`src/rtl/pida_pkg.sv`:
```
// shared types and constants of the positional insert/delete array
// depends on nothing; used by every module of the block
`default_nettype none

package pida_pkg;

    // field widths of the stream payloads
    localparam int CMD_W       = 3;
    localparam int POS_W       = 8;
    localparam int WORD_W      = 32;
    localparam int COUNT_OUT_W = 8;
    localparam int IN_TDATA_W  = 48;
    localparam int OUT_TDATA_W = 48;

    // default array depth and read gather group size
    localparam int DEF_CAPACITY = 128;
    localparam int GROUP_SIZE   = 16;

    // command codes
    localparam logic [CMD_W-1:0] CMD_CLEAR  = 3'd0;
    localparam logic [CMD_W-1:0] CMD_APPEND = 3'd1;
    localparam logic [CMD_W-1:0] CMD_INSERT = 3'd2;
    localparam logic [CMD_W-1:0] CMD_DELETE = 3'd3;
    localparam logic [CMD_W-1:0] CMD_READ   = 3'd4;

    // action broadcast to every cell of the row
    typedef enum logic [1:0] {
        CELL_HOLD   = 2'd0,
        CELL_INSERT = 2'd1,
        CELL_DELETE = 2'd2,
        CELL_READ   = 2'd3
    } cell_op_t;

endpackage

`default_nettype wire

```
`src/rtl/pida_gather.sv`:
```
// registered or-reduction of one group of cell read words
// depends on pida_pkg
`default_nettype none

module pida_gather #(
    parameter int N = 16
) (
    input  wire logic                        clk,
    input  wire logic                        en,
    input  wire logic [pida_pkg::WORD_W-1:0] words [N],
    output logic      [pida_pkg::WORD_W-1:0] group_word
);
    import pida_pkg::*;

    logic [WORD_W-1:0] group_reg;
    logic [WORD_W-1:0] group_next;

    // at most one word in the group is nonzero
    always_comb
    begin
        group_next = '0;
        for (int i = 0; i < N; i++)
        begin
            group_next = group_next | words[i];
        end
    end

    // capture when the pipeline stage loads
    always_ff @(posedge clk)
    begin
        if (en)
            group_reg <= group_next;
    end

    assign group_word = group_reg;

endmodule

`default_nettype wire

```
`config.mk`:
```
export PLATFORM = sky130hd
export DESIGN_NAME = pida_gather
export DESIGN_NICKNAME = d
export VERILOG_FILES = /design/src/rtl/pida_pkg.sv /design/src/rtl/pida_gather.sv
export SDC_FILE = /design/constraint.sdc
export NUM_CORES = 1
export LEC_CHECK = 0
export BUFFER_PORTS_ARGS = -buffer_cell sky130_fd_sc_hd__buf_2
export CAP_MARGIN = 20
export CORE_AREA = 5 5 208 210
export DETAILED_ROUTE_END_ITERATION = 12
export DIE_AREA = 0 0 213 215
export PLACE_DENSITY_LB_ADDON = 0.05
export SETUP_SLACK_MARGIN = 0.1
export SLEW_MARGIN = 5
export SYNTH_ARGS = -nofsm -noshare
export SYNTH_HDL_FRONTEND = slang
export SYNTH_SLANG_ARGS = --single-unit
```
`constraint.sdc`:
```
create_clock -name clk -period 1.2 [get_ports clk]
set_clock_uncertainty 0.15 [all_clocks]
set_input_delay 0.18 -clock clk [delete_from_list [all_inputs] [get_ports clk]]
set_output_delay 0.18 -clock clk [all_outputs]
set_load 0.01 [all_outputs]
```
# Yosys cells after proc, flatten, opt, wreduce, memory -nomap -nowiden
# Cells that the tools add are included.
[op_classes]
bitwise_logic = 15
[ops]
columns = ["cell", "count"]
rows = [
  ["OR 32 bit", 15],
]
[word_totals]
register_bits = 32
out_inout_bits = 32
word_cells = 16

# Logic depth before layout (Yosys ltp)
[depth]
word_depth = 15
depth_mapped = 2

# Worst setup path after synthesis
# No wires, ideal clock.
[synth_path]
path_kind = "input port to flip-flop"
from = "in words[384] (netlist name)"
to = "reg group_reg[0] (netlist: group_word[0]), data pin"
setup_time_ps = 273
arrival_time_ps = 524
t_required_ps = 777
slack_ps = 253
stages = 2
path_cell_list = "nor4_1 > nand4_1"
[synth_between]
elab_chain_cells = 13
[synth_lines]
columns = ["item", "line_no", "rtl"]
rows = [
  ["from (decl)", "pida_gather.sv:10", "input wire logic [pida_pkg::WORD_W-1:0] words [N],"],
  ["OR 32 bit (13 in a row)", "pida_gather.sv:24", "group_next = group_next | words[i];"],
  ["named net group_next[0]", "pida_gather.sv:16", "logic [WORD_W-1:0] group_next;"],
  ["to (signal assigned)", "pida_gather.sv:32", "group_reg <= group_next;"],
  ["to (decl)", "pida_gather.sv:15", "logic [WORD_W-1:0] group_reg;"],
]
# The timed path passes the listed nets, and every way through them passes these cells.
# A chain may end at the register's enable or synchronous reset.

# Worst setup path after layout
[layout_path]
from = "reg group_reg[22] (netlist: group_word[22])"
to = "out group_word[22] (netlist name)"
[layout_lines]
columns = ["item", "line_no", "rtl"]
rows = [
  ["to (decl)", "pida_gather.sv:11", "output logic [pida_pkg::WORD_W-1:0] group_word"],
]
# No word-level cell between the ends.

==> results.txt <==
- Portion of the clock cycle consumed by the worst path in the final layout: 101%
* Std cell rows: between 70 and 80
- The first detailed-routing pass ran for 4 iterations.
- Type of element capturing the critical path: output port
- Count of port buffers added during placement: approximately 550
- The worst hold path begins at words[1].
- Dpl ws: -0.218 ns
* Async S/R FF share, synth: 0%
- Data required time at the worst endpoint: between 0.8 and 0.9 ns
* Final routed DRC violation total: 0
- Largest register FFs: 32
- The congestion estimate from routability-driven global placement came to around 0.7.
* Worst vdd ir: 0.326 mV
- The number of max-slew violations in the final report was 0.
- Overall power consumption after layout is estimated at 3.82 mW.
- TritonCTS created 5 clock buffers.
* Standby leakage power: between 2 and 3 nW
* Final hold viol count: 0
- Overall routing resource usage: between 8 and 9%
- The number of antenna violations at the first check in global routing came to 4.
* Clock tree buffer depth: 2
- Measured along the x axis, the die boundary spans between 200 and 250 µm.
* CP Buf/Inv Count: 1
* Crit Path Class: reg -> out
- NumNets Final: about 1,300
- Mean Syn Cell Area: ~10 µm²
- In the post-synthesis netlist, the biggest area contributors are sky130_fd_sc_hd__edfxtp_1 (49%), sky130_fd_sc_hd__nor4_1 (41%), sky130_fd_sc_hd__nand4_1 (10%).
* Final min period: 1.21 ns
- In this design, the stage delay of the slowest critical-path cell is around 0.43 ns.
* Slew HR: roughly 71%
- Max Cap Violations: 0
- Once the floorplan was initialized, standard cells occupied 4.74% of the core.
- Cells with a size suffix above 1 make up between 70% and 80% of the layout.
- Synth-to-Final Area Change: 196%
* Startpoint of the most critical setup path: group_word[22]
* Maximum fanout along the worst path: 1
- The first global-routing pass estimated around 28 mm of wire.
- Yosys top cell by area: sky130_fd_sc_hd__edfxtp_1
- Total Routed Length: between 20 and 25 mm
- Crit path DAT: slightly below 0.9 ns
- Cell breakdown of the critical path: buf_6
* I/O pins: about 550
* Mean number of vias per cell: about 3.2
* Ys Warns: 0
* Root cell of the clock tree: sky130_fd_sc_hd__clkbuf_16
- The floorplan step defined a die boundary enclosing roughly 46,000 µm².
- The slowest stage of the critical path is the sky130_fd_sc_hd__edfxtp_1 cell.
* Iter 0 DRT Violations: 76
* Area share of the leading cell type in the synthesized netlist: 49.0%
* Clock slew seen by the registers of the worst setup and hold paths: 0.07 ns
* Pin count of the biggest net entering global routing: 17
- Dividing the detail-routed wire length by the instance count gives roughly 16 µm.
* Hold/Removal Path Class: in -> reg
* Cells after Synth: about 190
* Most numerous cell in the Yosys netlist: sky130_fd_sc_hd__nor4_1
* Setup-violating endpoint count in the final report: 1
- After synthesis, the most frequently instantiated cells are sky130_fd_sc_hd__nor4_1 (128), sky130_fd_sc_hd__edfxtp_1 (32), sky130_fd_sc_hd__nand4_1 (32).
* Top_reg_cell synth: sky130_fd_sc_hd__edfxtp_1
* Yosys cell types: 3
- STA classifies the critical path startpoint as a flop.
- The checks that failed: setup timing.
* Highest attainable clock frequency: around 0.83 GHz
- CTS H-tree lvls: 2
* Sequential element share of the synthesized area: between 40 and 50%
- The synthesized design contains 32 register bits.
- Post-Synthesis Net Count: around 700
* Final HPWL from detailed placement: roughly 19 mm
- The core region is 41,400 µm².
- Dividing total power by cell area gives a power density of between 600 and 700 nW/µm².
- TritonCTS clock tree: yes
- Via count of the first global-routing pass: roughly 4,800
- After global routing the overflow that remains totals 0.
* Count of flip-flops with a built-in enable after synthesis: 32
- Status: finished, violations left
- Clock net sink count: 32
- Routed Antenna Nets: 0
- Actual transition at the worst max-transition pin: ~0.44 ns
- Setup slack after layout: -0.0113 ns
* End-of-flow core utilization: ~14%
- Setup repair after global routing could not meet its margin everywhere.
- Hold_ws: between 0.0015 and 0.002 ns
- In this run the vertical extent of the chip is 215 µm.
- Total via count after detailed routing: roughly 4,200
* Post-synthesis instance area: between 1500 and 2000 µm²
* CP top delay family: flip-flops
## through the flow
stage | area (µm²) | std cells | setup TNS [ns]
after floorplan | 1960 | 192 | 0
after global placement | 5490 | 1289 | -1.77
after detailed placement | 5490 | 1289 | -1.18
after CTS | 5770 | 1297 | -0.164
after global routing | 5810 | 1300 | -0.273
final | 5810 | 1300 | -0.0113
## cell families (layout without fill, tap and decap cells)
| group | Yosys count | after routing | share of synthesized area (%) |
|---|---|---|---|
| other | 0 | 3 | 0 |
| AND/OR/NAND/NOR | 160 | 160 | 51.0 |
| buffers and inverters | 0 | 566 | 0 |
| flip-flops | 32 | 32 | 49.0 |
## worst paths after layout
path | cells past startpoint | to
worst max-delay path | 1 | group_word[22]
worst min-delay path | 3 | group_word[1]
## what timing repair did
| action | 4_1_cts | 5_1_grt |
|---|---|---|
| resized for setup | 42 | 6 |
| buffers inserted | 0 | 0 |
| endpoints found under the hold margin | 14 | 0 |
| endpoints found under the setup margin | 32 | 33 |
| cloned | 0 | 0 |
## worst min-delay path: stages
cell and delay, ns:
sky130_fd_sc_hd__buf_2 0.07, sky130_fd_sc_hd__nor4_1 0.03, sky130_fd_sc_hd__nand4_1 0.06
## layer usage
metal	vias to the layer above	global-route usage (%)	part of all wire (%)	wire length (µm)
met1	1834	7.10	29	6070
met4	2	2.35	0.95	197
met5	-	0	0.058	12
met2	306	17.2	56	11600
met3	10	3.75	13	2790
li1	2065	-	-	-
## placed cells by master, fill, tap and decap left out, drive strengths merged
master / instances
nand4: 32
buf: 558
nor4: 128
clkbuf: 7
clkinv: 1
edfxtp: 32
diode: 3
## power breakdown
group          switching [mW]  internal [mW]  total [mW]
clock network           0.609          0.768        1.38
logic                   0.394          0.745        1.14
registers              0.0258           1.28        1.31
total                    1.03           2.80        3.82
## final cells by class
| cell class | count | area [µm²] |
|---|---|---|
| tap | 539 | 674 |
| fill | 4833 | 35600 |
| antenna | 3 | 7.51 |
| timing repair buffer | 558 | 3030 |
| sequential | 32 | 961 |
| clock inverter | 1 | 3.75 |
| clock buffer | 7 | 133 |
| multi-input combinational | 160 | 1010 |
(Power assumes the default switching activity.)
