$ cat config.mk
export PLATFORM = sky130hd
export DESIGN_NAME = pida_cell
export DESIGN_NICKNAME = d
export VERILOG_FILES = /design/src/rtl/pida_pkg.sv /design/src/rtl/pida_cell.sv
export SDC_FILE = /design/constraint.sdc
export NUM_CORES = 1
export LEC_CHECK = 0
export BUFFER_PORTS_ARGS = -buffer_cell sky130_fd_sc_hd__buf_4
export CAP_MARGIN = 20
export CORE_ASPECT_RATIO = 0.8
export CORE_MARGIN = 1
export CORE_UTILIZATION = 40
export CTS_CLUSTER_SIZE = 25
export DETAILED_ROUTE_END_ITERATION = 10
export GPL_ROUTABILITY_DRIVEN = 1
export PLACE_DENSITY = 0.81
export SLEW_MARGIN = 30
export SYNTH_ARGS = -nofsm -noshare
export SYNTH_HDL_FRONTEND = slang
export SYNTH_SLANG_ARGS = --single-unit
$ cat constraint.sdc
create_clock -name clk -period 5.1 [get_ports clk]
set_clock_uncertainty 0.05 [all_clocks]
set_input_delay 1.275 -clock clk [delete_from_list [all_inputs] [get_ports clk]]
set_output_delay 1.275 -clock clk [all_outputs]
set_load 0.01 [all_outputs]
$ cat src/rtl/pida_pkg.sv
// shared types and constants of the positional insert/delete array
// depends on nothing; used by every module of the block
`default_nettype none

package pida_pkg;

    // field widths of the stream payloads
    localparam int CMD_W       = 3;
    localparam int POS_W       = 8;
    localparam int WORD_W      = 32;
    localparam int COUNT_OUT_W = 8;
    localparam int IN_TDATA_W  = 48;
    localparam int OUT_TDATA_W = 48;

    // default array depth and read gather group size
    localparam int DEF_CAPACITY = 128;
    localparam int GROUP_SIZE   = 16;

    // command codes
    localparam logic [CMD_W-1:0] CMD_CLEAR  = 3'd0;
    localparam logic [CMD_W-1:0] CMD_APPEND = 3'd1;
    localparam logic [CMD_W-1:0] CMD_INSERT = 3'd2;
    localparam logic [CMD_W-1:0] CMD_DELETE = 3'd3;
    localparam logic [CMD_W-1:0] CMD_READ   = 3'd4;

    // action broadcast to every cell of the row
    typedef enum logic [1:0] {
        CELL_HOLD   = 2'd0,
        CELL_INSERT = 2'd1,
        CELL_DELETE = 2'd2,
        CELL_READ   = 2'd3
    } cell_op_t;

endpackage

`default_nettype wire

$ cat src/rtl/pida_cell.sv
// one storage cell of the array row: holds one word, shifts with its neighbors
// depends on pida_pkg
`default_nettype none

module pida_cell #(
    parameter int SLOT_W = 7,
    parameter int INDEX  = 0
) (
    input  wire logic                        clk,
    input  wire pida_pkg::cell_op_t          op,
    input  wire logic [SLOT_W-1:0]           slot,
    input  wire logic [pida_pkg::WORD_W-1:0] element,
    input  wire logic [pida_pkg::WORD_W-1:0] left_word,
    input  wire logic [pida_pkg::WORD_W-1:0] right_word,
    output logic      [pida_pkg::WORD_W-1:0] word,
    output logic      [pida_pkg::WORD_W-1:0] rd_word
);
    import pida_pkg::*;

    localparam logic [SLOT_W-1:0] IDX = SLOT_W'(INDEX);

    logic [WORD_W-1:0] word_reg;
    logic [WORD_W-1:0] word_next;
    logic              here;
    logic              above;

    assign here  = (slot == IDX);
    assign above = (IDX > slot);

    // next content from the broadcast action
    always_comb
    begin
        word_next = word_reg;
        case (op)
            CELL_INSERT:
            begin
                if (here)
                    word_next = element;
                else if (above)
                    word_next = left_word;
            end
            CELL_DELETE:
            begin
                if (here || above)
                    word_next = right_word;
            end
            default:
            begin
                word_next = word_reg;
            end
        endcase
    end

    // payload storage, no reset
    always_ff @(posedge clk)
    begin
        word_reg <= word_next;
    end

    assign word    = word_reg;
    // only the addressed cell drives its word onto the read gather
    assign rd_word = (op == CELL_READ && here) ? word_reg : '0;

endmodule

`default_nettype wire

# Word level (Yosys, flattened, before mapping)
# Index checks and enable logic that the tools add are counted.
# word_totals
regBits,32
input_bits,106
output_inout_bits,64
elab_cells,17
# op_classes
n_lt_le_gt_ge,1
n_eq_ne,5
mux,5
reduce_logical,5
# op_table
operator,count
32-bit 2-to-1 mux,4
32-bit case mux with 2 select lines,1
"1-bit by 7-bit greater-than comparator with 1-bit output, first input constant",1
7-bit logical NOT,1
"2-bit equality test, second input constant",2
"3-bit inequality test, second input constant",1
3-bit AND reduction,1
"2-bit by 1-bit equality test with 1-bit output, second input constant",1
"2-bit inequality test, second input constant",1
2-bit nonzero test,1
1-bit logical AND,1
1-bit logical OR,1

# Depth between registers and ports, before layout
# Gate-level depths: netlist of run 1.
# logic_depth
word_depth,4
mapped_depth,5
depth_no_buf,3

# Worst setup path after synthesis of run 1
# OpenSTA, ideal clock, no wires.
# synth_path
kind,input -> register
from,input port slot[4]
to,"register word_reg[0], in the netlist word[0] (enable)"
setup_ns,0.432
arrival_ns,3.942
slack_ns,0.676
path_stages,5
n_path_buf,2
path_cell_list,or4_4 -> buf_6 -> or2_4 -> buf_6 -> a21oi_1
# synth_between
elab_chain_cells,4
# synth_rtl
item,line_no,source
"start, declared",pida_cell.sv:11,"input wire logic [SLOT_W-1:0] slot,"
1-bit by 7-bit greater-than comparator with 1-bit output / 7-bit logical NOT (equally long branches),"pida_cell.sv:28, pida_cell.sv:27",
1-bit logical OR,pida_cell.sv:44,if (here || above)
2-bit inequality test (no source line),--,
3-bit AND reduction (no source line) (*),--,
"end signal, assigned",pida_cell.sv:57,word_reg <= word_next;
"end, declared",pida_cell.sv:22,logic [WORD_W-1:0] word_reg;
# Every way passes the cells marked *; elsewhere a longest branch is shown, timed or not.
# A chain may end at the register's enable or synchronous reset.

# Worst setup path after layout of run 1
# layout_path
from,input port slot[4]
to,output port rd_word[7] (netlist name)
# layout_between
elab_chain_cells,3
# layout_rtl
item,line_no,source
7-bit logical NOT,pida_cell.sv:27,assign here = (slot == IDX);
1-bit logical AND,pida_cell.sv:62,assign rd_word = (op == CELL_READ && here) ? word_reg : '0;
32-bit 2-to-1 mux,pida_cell.sv:62,
"end, declared",pida_cell.sv:16,output logic [pida_pkg::WORD_W-1:0] rd_word
# Every way passes these cells.

==> results of run 1 <==
kinds of logic (layout without fill, tap and decap cells):
family	Yosys count	after routing	synth area share (%)
AOI/OAI and AO/OA	68	68	28.68
DFF	32	32	42.93
buffers and inverters	26	184	5.868
and+or+nand+nor	103	103	22.53
critical path: stages:
cell    delay (ns)
buf_4         0.11
or4_4         0.74
nor3_4        0.25
buf_4         0.22
and2_1        0.15
buf_4         0.11
layout make-up:
| cell class | instances | area, µm² | area share, % |
|---|---|---|---|
| multi-input combinational | 171 | 1162 | 32.30 |
| sequential | 32 | 960.9 | 26.70 |
| tap | 62 | 77.57 | 2.156 |
| inverter | 1 | 3.754 | 0.1043 |
| clock buffer | 7 | 76.32 | 2.121 |
| clock inverter | 1 | 3.754 | 0.1043 |
| timing repair buffer | 175 | 1314 | 36.51 |
per-layer routing:
metal  track usage [%]  vias up  part of all wire (%)
li1                  -     1151                     -
met3             4.762        6                   7.5
met2             40.90      104                    50
met5                 0        -                     0
met4             8.125        0                   1.2
met1             29.16     1070                    41
power groups by stage:
stage | clock network [µW] | registers, µW | logic, µW
floorplan | 0 | 299 | 60.4
global placement | 0 | 299 | 132
detailed placement | 0 | 299 | 135
CTS | 192 | 293 | 135
global route | 200 | 293 | 148
finish | 187 | 293 | 135
placed cells by master (no fill, tap or decap), types with 2 or more instances in the layout:
cell type    n
o211ai_1    29
o21ai_0      3
nand2_1     59
edfxtp_1    32
a41oi_1      3
o211ai_2    29
and2_1      32
buf_4      175
a21oi_1      3
clkbuf_8     5
clkbuf_1     2
nor2_1       4
final timing paths:
check                startpoint                end  cells past startpoint
setup / recovery        slot[4]         rd_word[7]                      6
hold / removal    right_word[1]  word[1]$_DFFE_PP_                      3
per-stage QoR:
step | total power (µW) | instances | hold WS [ns] | utilization (%) | cell area [µm²]
after floorplan | 359.7 | 229 | 1.431 | - | 2238
after global placement | 431.2 | 441 | 1.516 | 67.92 | 3518
after detailed placement | 434.3 | 441 | 1.523 | 67.92 | 3518
after CTS | 620.2 | 449 | 1.223 | 69.47 | 3598
after global routing | 641.3 | 449 | 1.229 | 69.47 | 3598
final | 615.0 | 449 | 1.230 | 69.47 | 3598
==> out/metrics.cfg, run 1 <==
[finish]
drive_gt1_share_pct = 55.56
largest_reg_flops = 32
fill_cells = 424
nets = 492
area_growth_pct = 60.76
diodes = 0

[grt]
grt_max_degree = 62
grt_pass1_wl_um = 10640
grt_use_total_pct = 23.31
grt_overflow_total = 0
grt_pass1_vias = 2202
antenna_found_initial = 0

[worst_hold_path]
min_path_type = in -> reg

[critical_path]
cp-end-kind = output pin
critical_path_required_ns = 3.77
critPathLaunchType = input port
worstPathMaxFanout = 34
cp.arrival_ns = 2.87
setup.worst_path.class = in -> out

[pwr]
p_seq_share_pct = 47.7
p_switching_uw = 148.7
power_leakage_uw = 0.001633
power.share.combinational_pct = 22.0
p_clk_share_pct = 30.3
intPower_uw = 466.3
powerDensity_nw_per_um2 = 170.9
swShare_pct = 24.18
peakVddDrop_mv = 0.1120

[cts]
root_buffer = clkbuf_8
cts_tree = yes
clk_path_buf_depth = 2
cts_sinks = 32
cts_max_level = 2
path_clk_slew_ns = 0.07
cts_hold_buf = 0
cts_buffers = 5
post-cts-setup-buffers = 0
cts_resized = 0

[sta]
slew_viol_final = 0
worstMarginPinSlew_ns = 0.6018
timing.final.crit_share_pct = 82.28
final.min_clock_period_ns = 4.196
setup_tns_ns = 0
slew_headroom_pct = 59.88
worst_slack_ns = 0.9035
max_freq_mhz = 238.3
hold_viol_final = 0
setup_viol = 0
rsz0062_at_grt = false

[placed_design]
gp_routability_congestion = 0.7512
io_buffers = 169
pre_cts_ws_ns = 0.9042
hpwlAfterDp_um = 5167

[routing]
vias = 2331
firstDrtPassIters = 4
totalWireLength_um = 7061
wire_per_inst_um = 15.73
final_antenna_net_count = 0
drcViolationCount = 0
routed_via_density = 5.192
initialDrtViolationCount = 97

[synthesis]
yosysMostFrequentCell = nand2_1
synth-seq-cells = 32
synth.area.top_cells = edfxtp_1, o211ai_2, nand2_1
synthCells = 229
synth_cell_types = 20
async_flop_share_pct = 0
yosys.area.top_type_share_pct = 42.93
postSynthAreaPerCell_um2 = 9.775
yosysWarnings = 0
netlist_top_cells_count = nand2_1, and2_1, edfxtp_1, o211ai_1, o211ai_2
yosys.area.top_type = edfxtp_1
seq_area_frac_synth_pct = 42.93
synth_edf_count = 32
synthFlopType = edfxtp_1
synth_nets = 335
syn_area_um2 = 2238

[floorplan]
die_w_um = 85.64
start_util_pct = 43.21
core_um2 = 5180
std_cell_rows = 23
ios = 170
die_h_um = 68.91
dieArea_um2 = 5901

[run_status]
status = finished, final reports clean

[flow_run]
maxCapViolations = 0

Note: power is estimated with default switching activity, not from simulation.
==> inputs of run 2 (changes only) <==
- clock period: 5.1 -> 3.9 ns (I/O delays scaled with it)
==> out/metrics.cfg, run 2 (synthesized netlist as in run 1, its figures left out) <==
[finish]
nets = 494  ; +0.41%
multi_input_area_um2 = 1162  ; unchanged
final-seq-area_um2 = 960.9  ; unchanged
fin_cells = 451  ; +0.45%
area_growth_pct = 62.66
diodes = 0  ; unchanged
most-common-layout-cells = buf_4, nand2_1, and2_1, edfxtp_1
drive_gt1_share_pct = 56.30  ; +0.74 points
fill_cells = 434  ; +2.4%
final_common_cell = buf_4
largest_reg_flops = 32  ; unchanged

[sta]
final.min_clock_period_ns = 3.382
setup_viol = 0  ; unchanged
max_freq_mhz = 295.7
rsz0062_at_grt = false
hold_viol_final = 0  ; unchanged
timing.final.crit_share_pct = 86.72
slew_viol_final = 0  ; unchanged
whs_ns = 0.9401  ; -0.2903 ns
slew_headroom_pct = 53.14  ; -6.7 points
worstMarginPinSlew_ns = 0.7030  ; +0.1011 ns
setup_tns_ns = 0  ; unchanged

[cts]
cts_hold_buf = 0  ; unchanged
cts_buffers = 5  ; unchanged
cts_sinks = 32  ; unchanged
cts_tree = yes
post-cts-setup-buffers = 0  ; unchanged
cts_resized = 0  ; unchanged
cts_max_level = 2  ; unchanged
clk_path_buf_depth = 2  ; unchanged
root_buffer = clkbuf_8
path_clk_slew_ns = 0.07  ; about the same

[routing]
firstDrtPassIters = 4  ; unchanged
drcViolationCount = 0  ; unchanged
totalWireLength_um = 7148  ; +1.2%
final_antenna_net_count = 0  ; unchanged
initialDrtViolationCount = 82  ; -15%
routed_via_density = 5.231  ; +0.75%
vias = 2359  ; +1.2%
wire_per_inst_um = 15.85  ; +0.78%

[floorplan]
start_util_pct = 43.21  ; unchanged
ios = 170  ; unchanged
die_w_um = 85.64  ; unchanged
die_h_um = 68.91  ; unchanged
std_cell_rows = 23  ; unchanged
core_um2 = 5180  ; unchanged
dieArea_um2 = 5901  ; unchanged

[pwr]
finalPower_uw = 867.5  ; +41%
powerDensity_nw_per_um2 = 238.3  ; +39%
peakVddDrop_mv = 0.1545  ; +38%
power_leakage_uw = 0.001658  ; +1.5%

[grt]
grt_use_total_pct = 23.44  ; +0.13 points
grt_pass1_vias = 2254  ; +2.4%
grt_pass1_wl_um = 10660  ; +0.20%
grt_overflow_total = 0  ; unchanged
grt_max_degree = 37  ; -40%
antenna_found_initial = 0  ; unchanged

[critical_path]
setup.worst_path.class = in -> out
worstPathMaxFanout = 18  ; -47%
critPathLaunchType = input port
cpPeakStageDelay_ns = 0.55  ; -0.19 ns
cp.arrival_ns = 2.36  ; -0.51 ns
crit_path_frequent_cell = buf_4
critical_path_required_ns = 2.87  ; -0.90 ns
cp-end-kind = output pin
worstPathCellList = buf_4 -> or4_4 -> nor3_4 -> buf_4 -> and2_1 -> buf_4
slowest_stage = or4_4

[placed_design]
place_inst = 443  ; +0.45%
hpwlAfterDp_um = 5301  ; +2.6%
gp_routability_congestion = 0.7492  ; -0.27%
io_buffers = 169  ; unchanged

[run_status]
status = finished, final reports clean

[worst_hold_path]
min_path_type = in -> reg

[flow_run]
maxCapViolations = 0  ; unchanged

run 2: cell types whose count changed in the layout (fill, tap and decap cells not counted), sizes merged:
cell	previous run	this run
bufinv	0	1
buf	175	177
clkbuf	7	6
run 2: report_power, final:
part / internal, µW / leakage, µW / switching [µW]
clock network: 190 / 0.0000552 / 117
registers: 383 / 0.000282 / 0.569
logic: 103 / 0.00132 / 74.2
total: 675 / 0.00166 / 192
run 2: layout make-up:
cell class,count,share of cell area [%]
Timing Repair Buffer,177,36.49
Inverter,1,0.1031
Tap cell,62,2.131
Sequential cell,32,26.39
Multi-Input combinational cell,171,31.92
Clock buffer,6,1.993
Clock inverter,2,0.9622
run 2: stage by stage:
stage	worst slack, ns	util, %	area, µm²
CTS	0.5063	70.29	3641
global route	0.4713	70.29	3641
floorplan	0.5028	-	2242
global placement	0.5618	68.21	3533
detailed placement	0.5065	68.21	3533
finish	0.5179	70.29	3641
run 2: final timing paths:
check | from | endpoint | slack [ns] | cells past startpoint
worst min-delay path | right_word[1] | word[1]$_DFFE_PP_ | 0.94 | 3
worst max-delay path | slot[4] | rd_word[0] | 0.52 | 6
run 2: layer usage:
| layer | track usage, % | wire length, µm | vias up | part of all wire [%] |
|---|---|---|---|---|
| li1 | - | - | 1152 | - |
| met1 | 28.89 | 2844 | 1088 | 40 |
| met2 | 42.00 | 3679 | 115 | 51 |
| met3 | 6.190 | 565 | 4 | 7.9 |
| met4 | 5.000 | 58 | 0 | 0.81 |
| met5 | 0 | 0 | - | 0 |
run 2: critical path: cells and delay by family:
family	cells	cell delay, ns
AND/OR/NAND/NOR	3	0.91
buffers and inverters	3	0.47
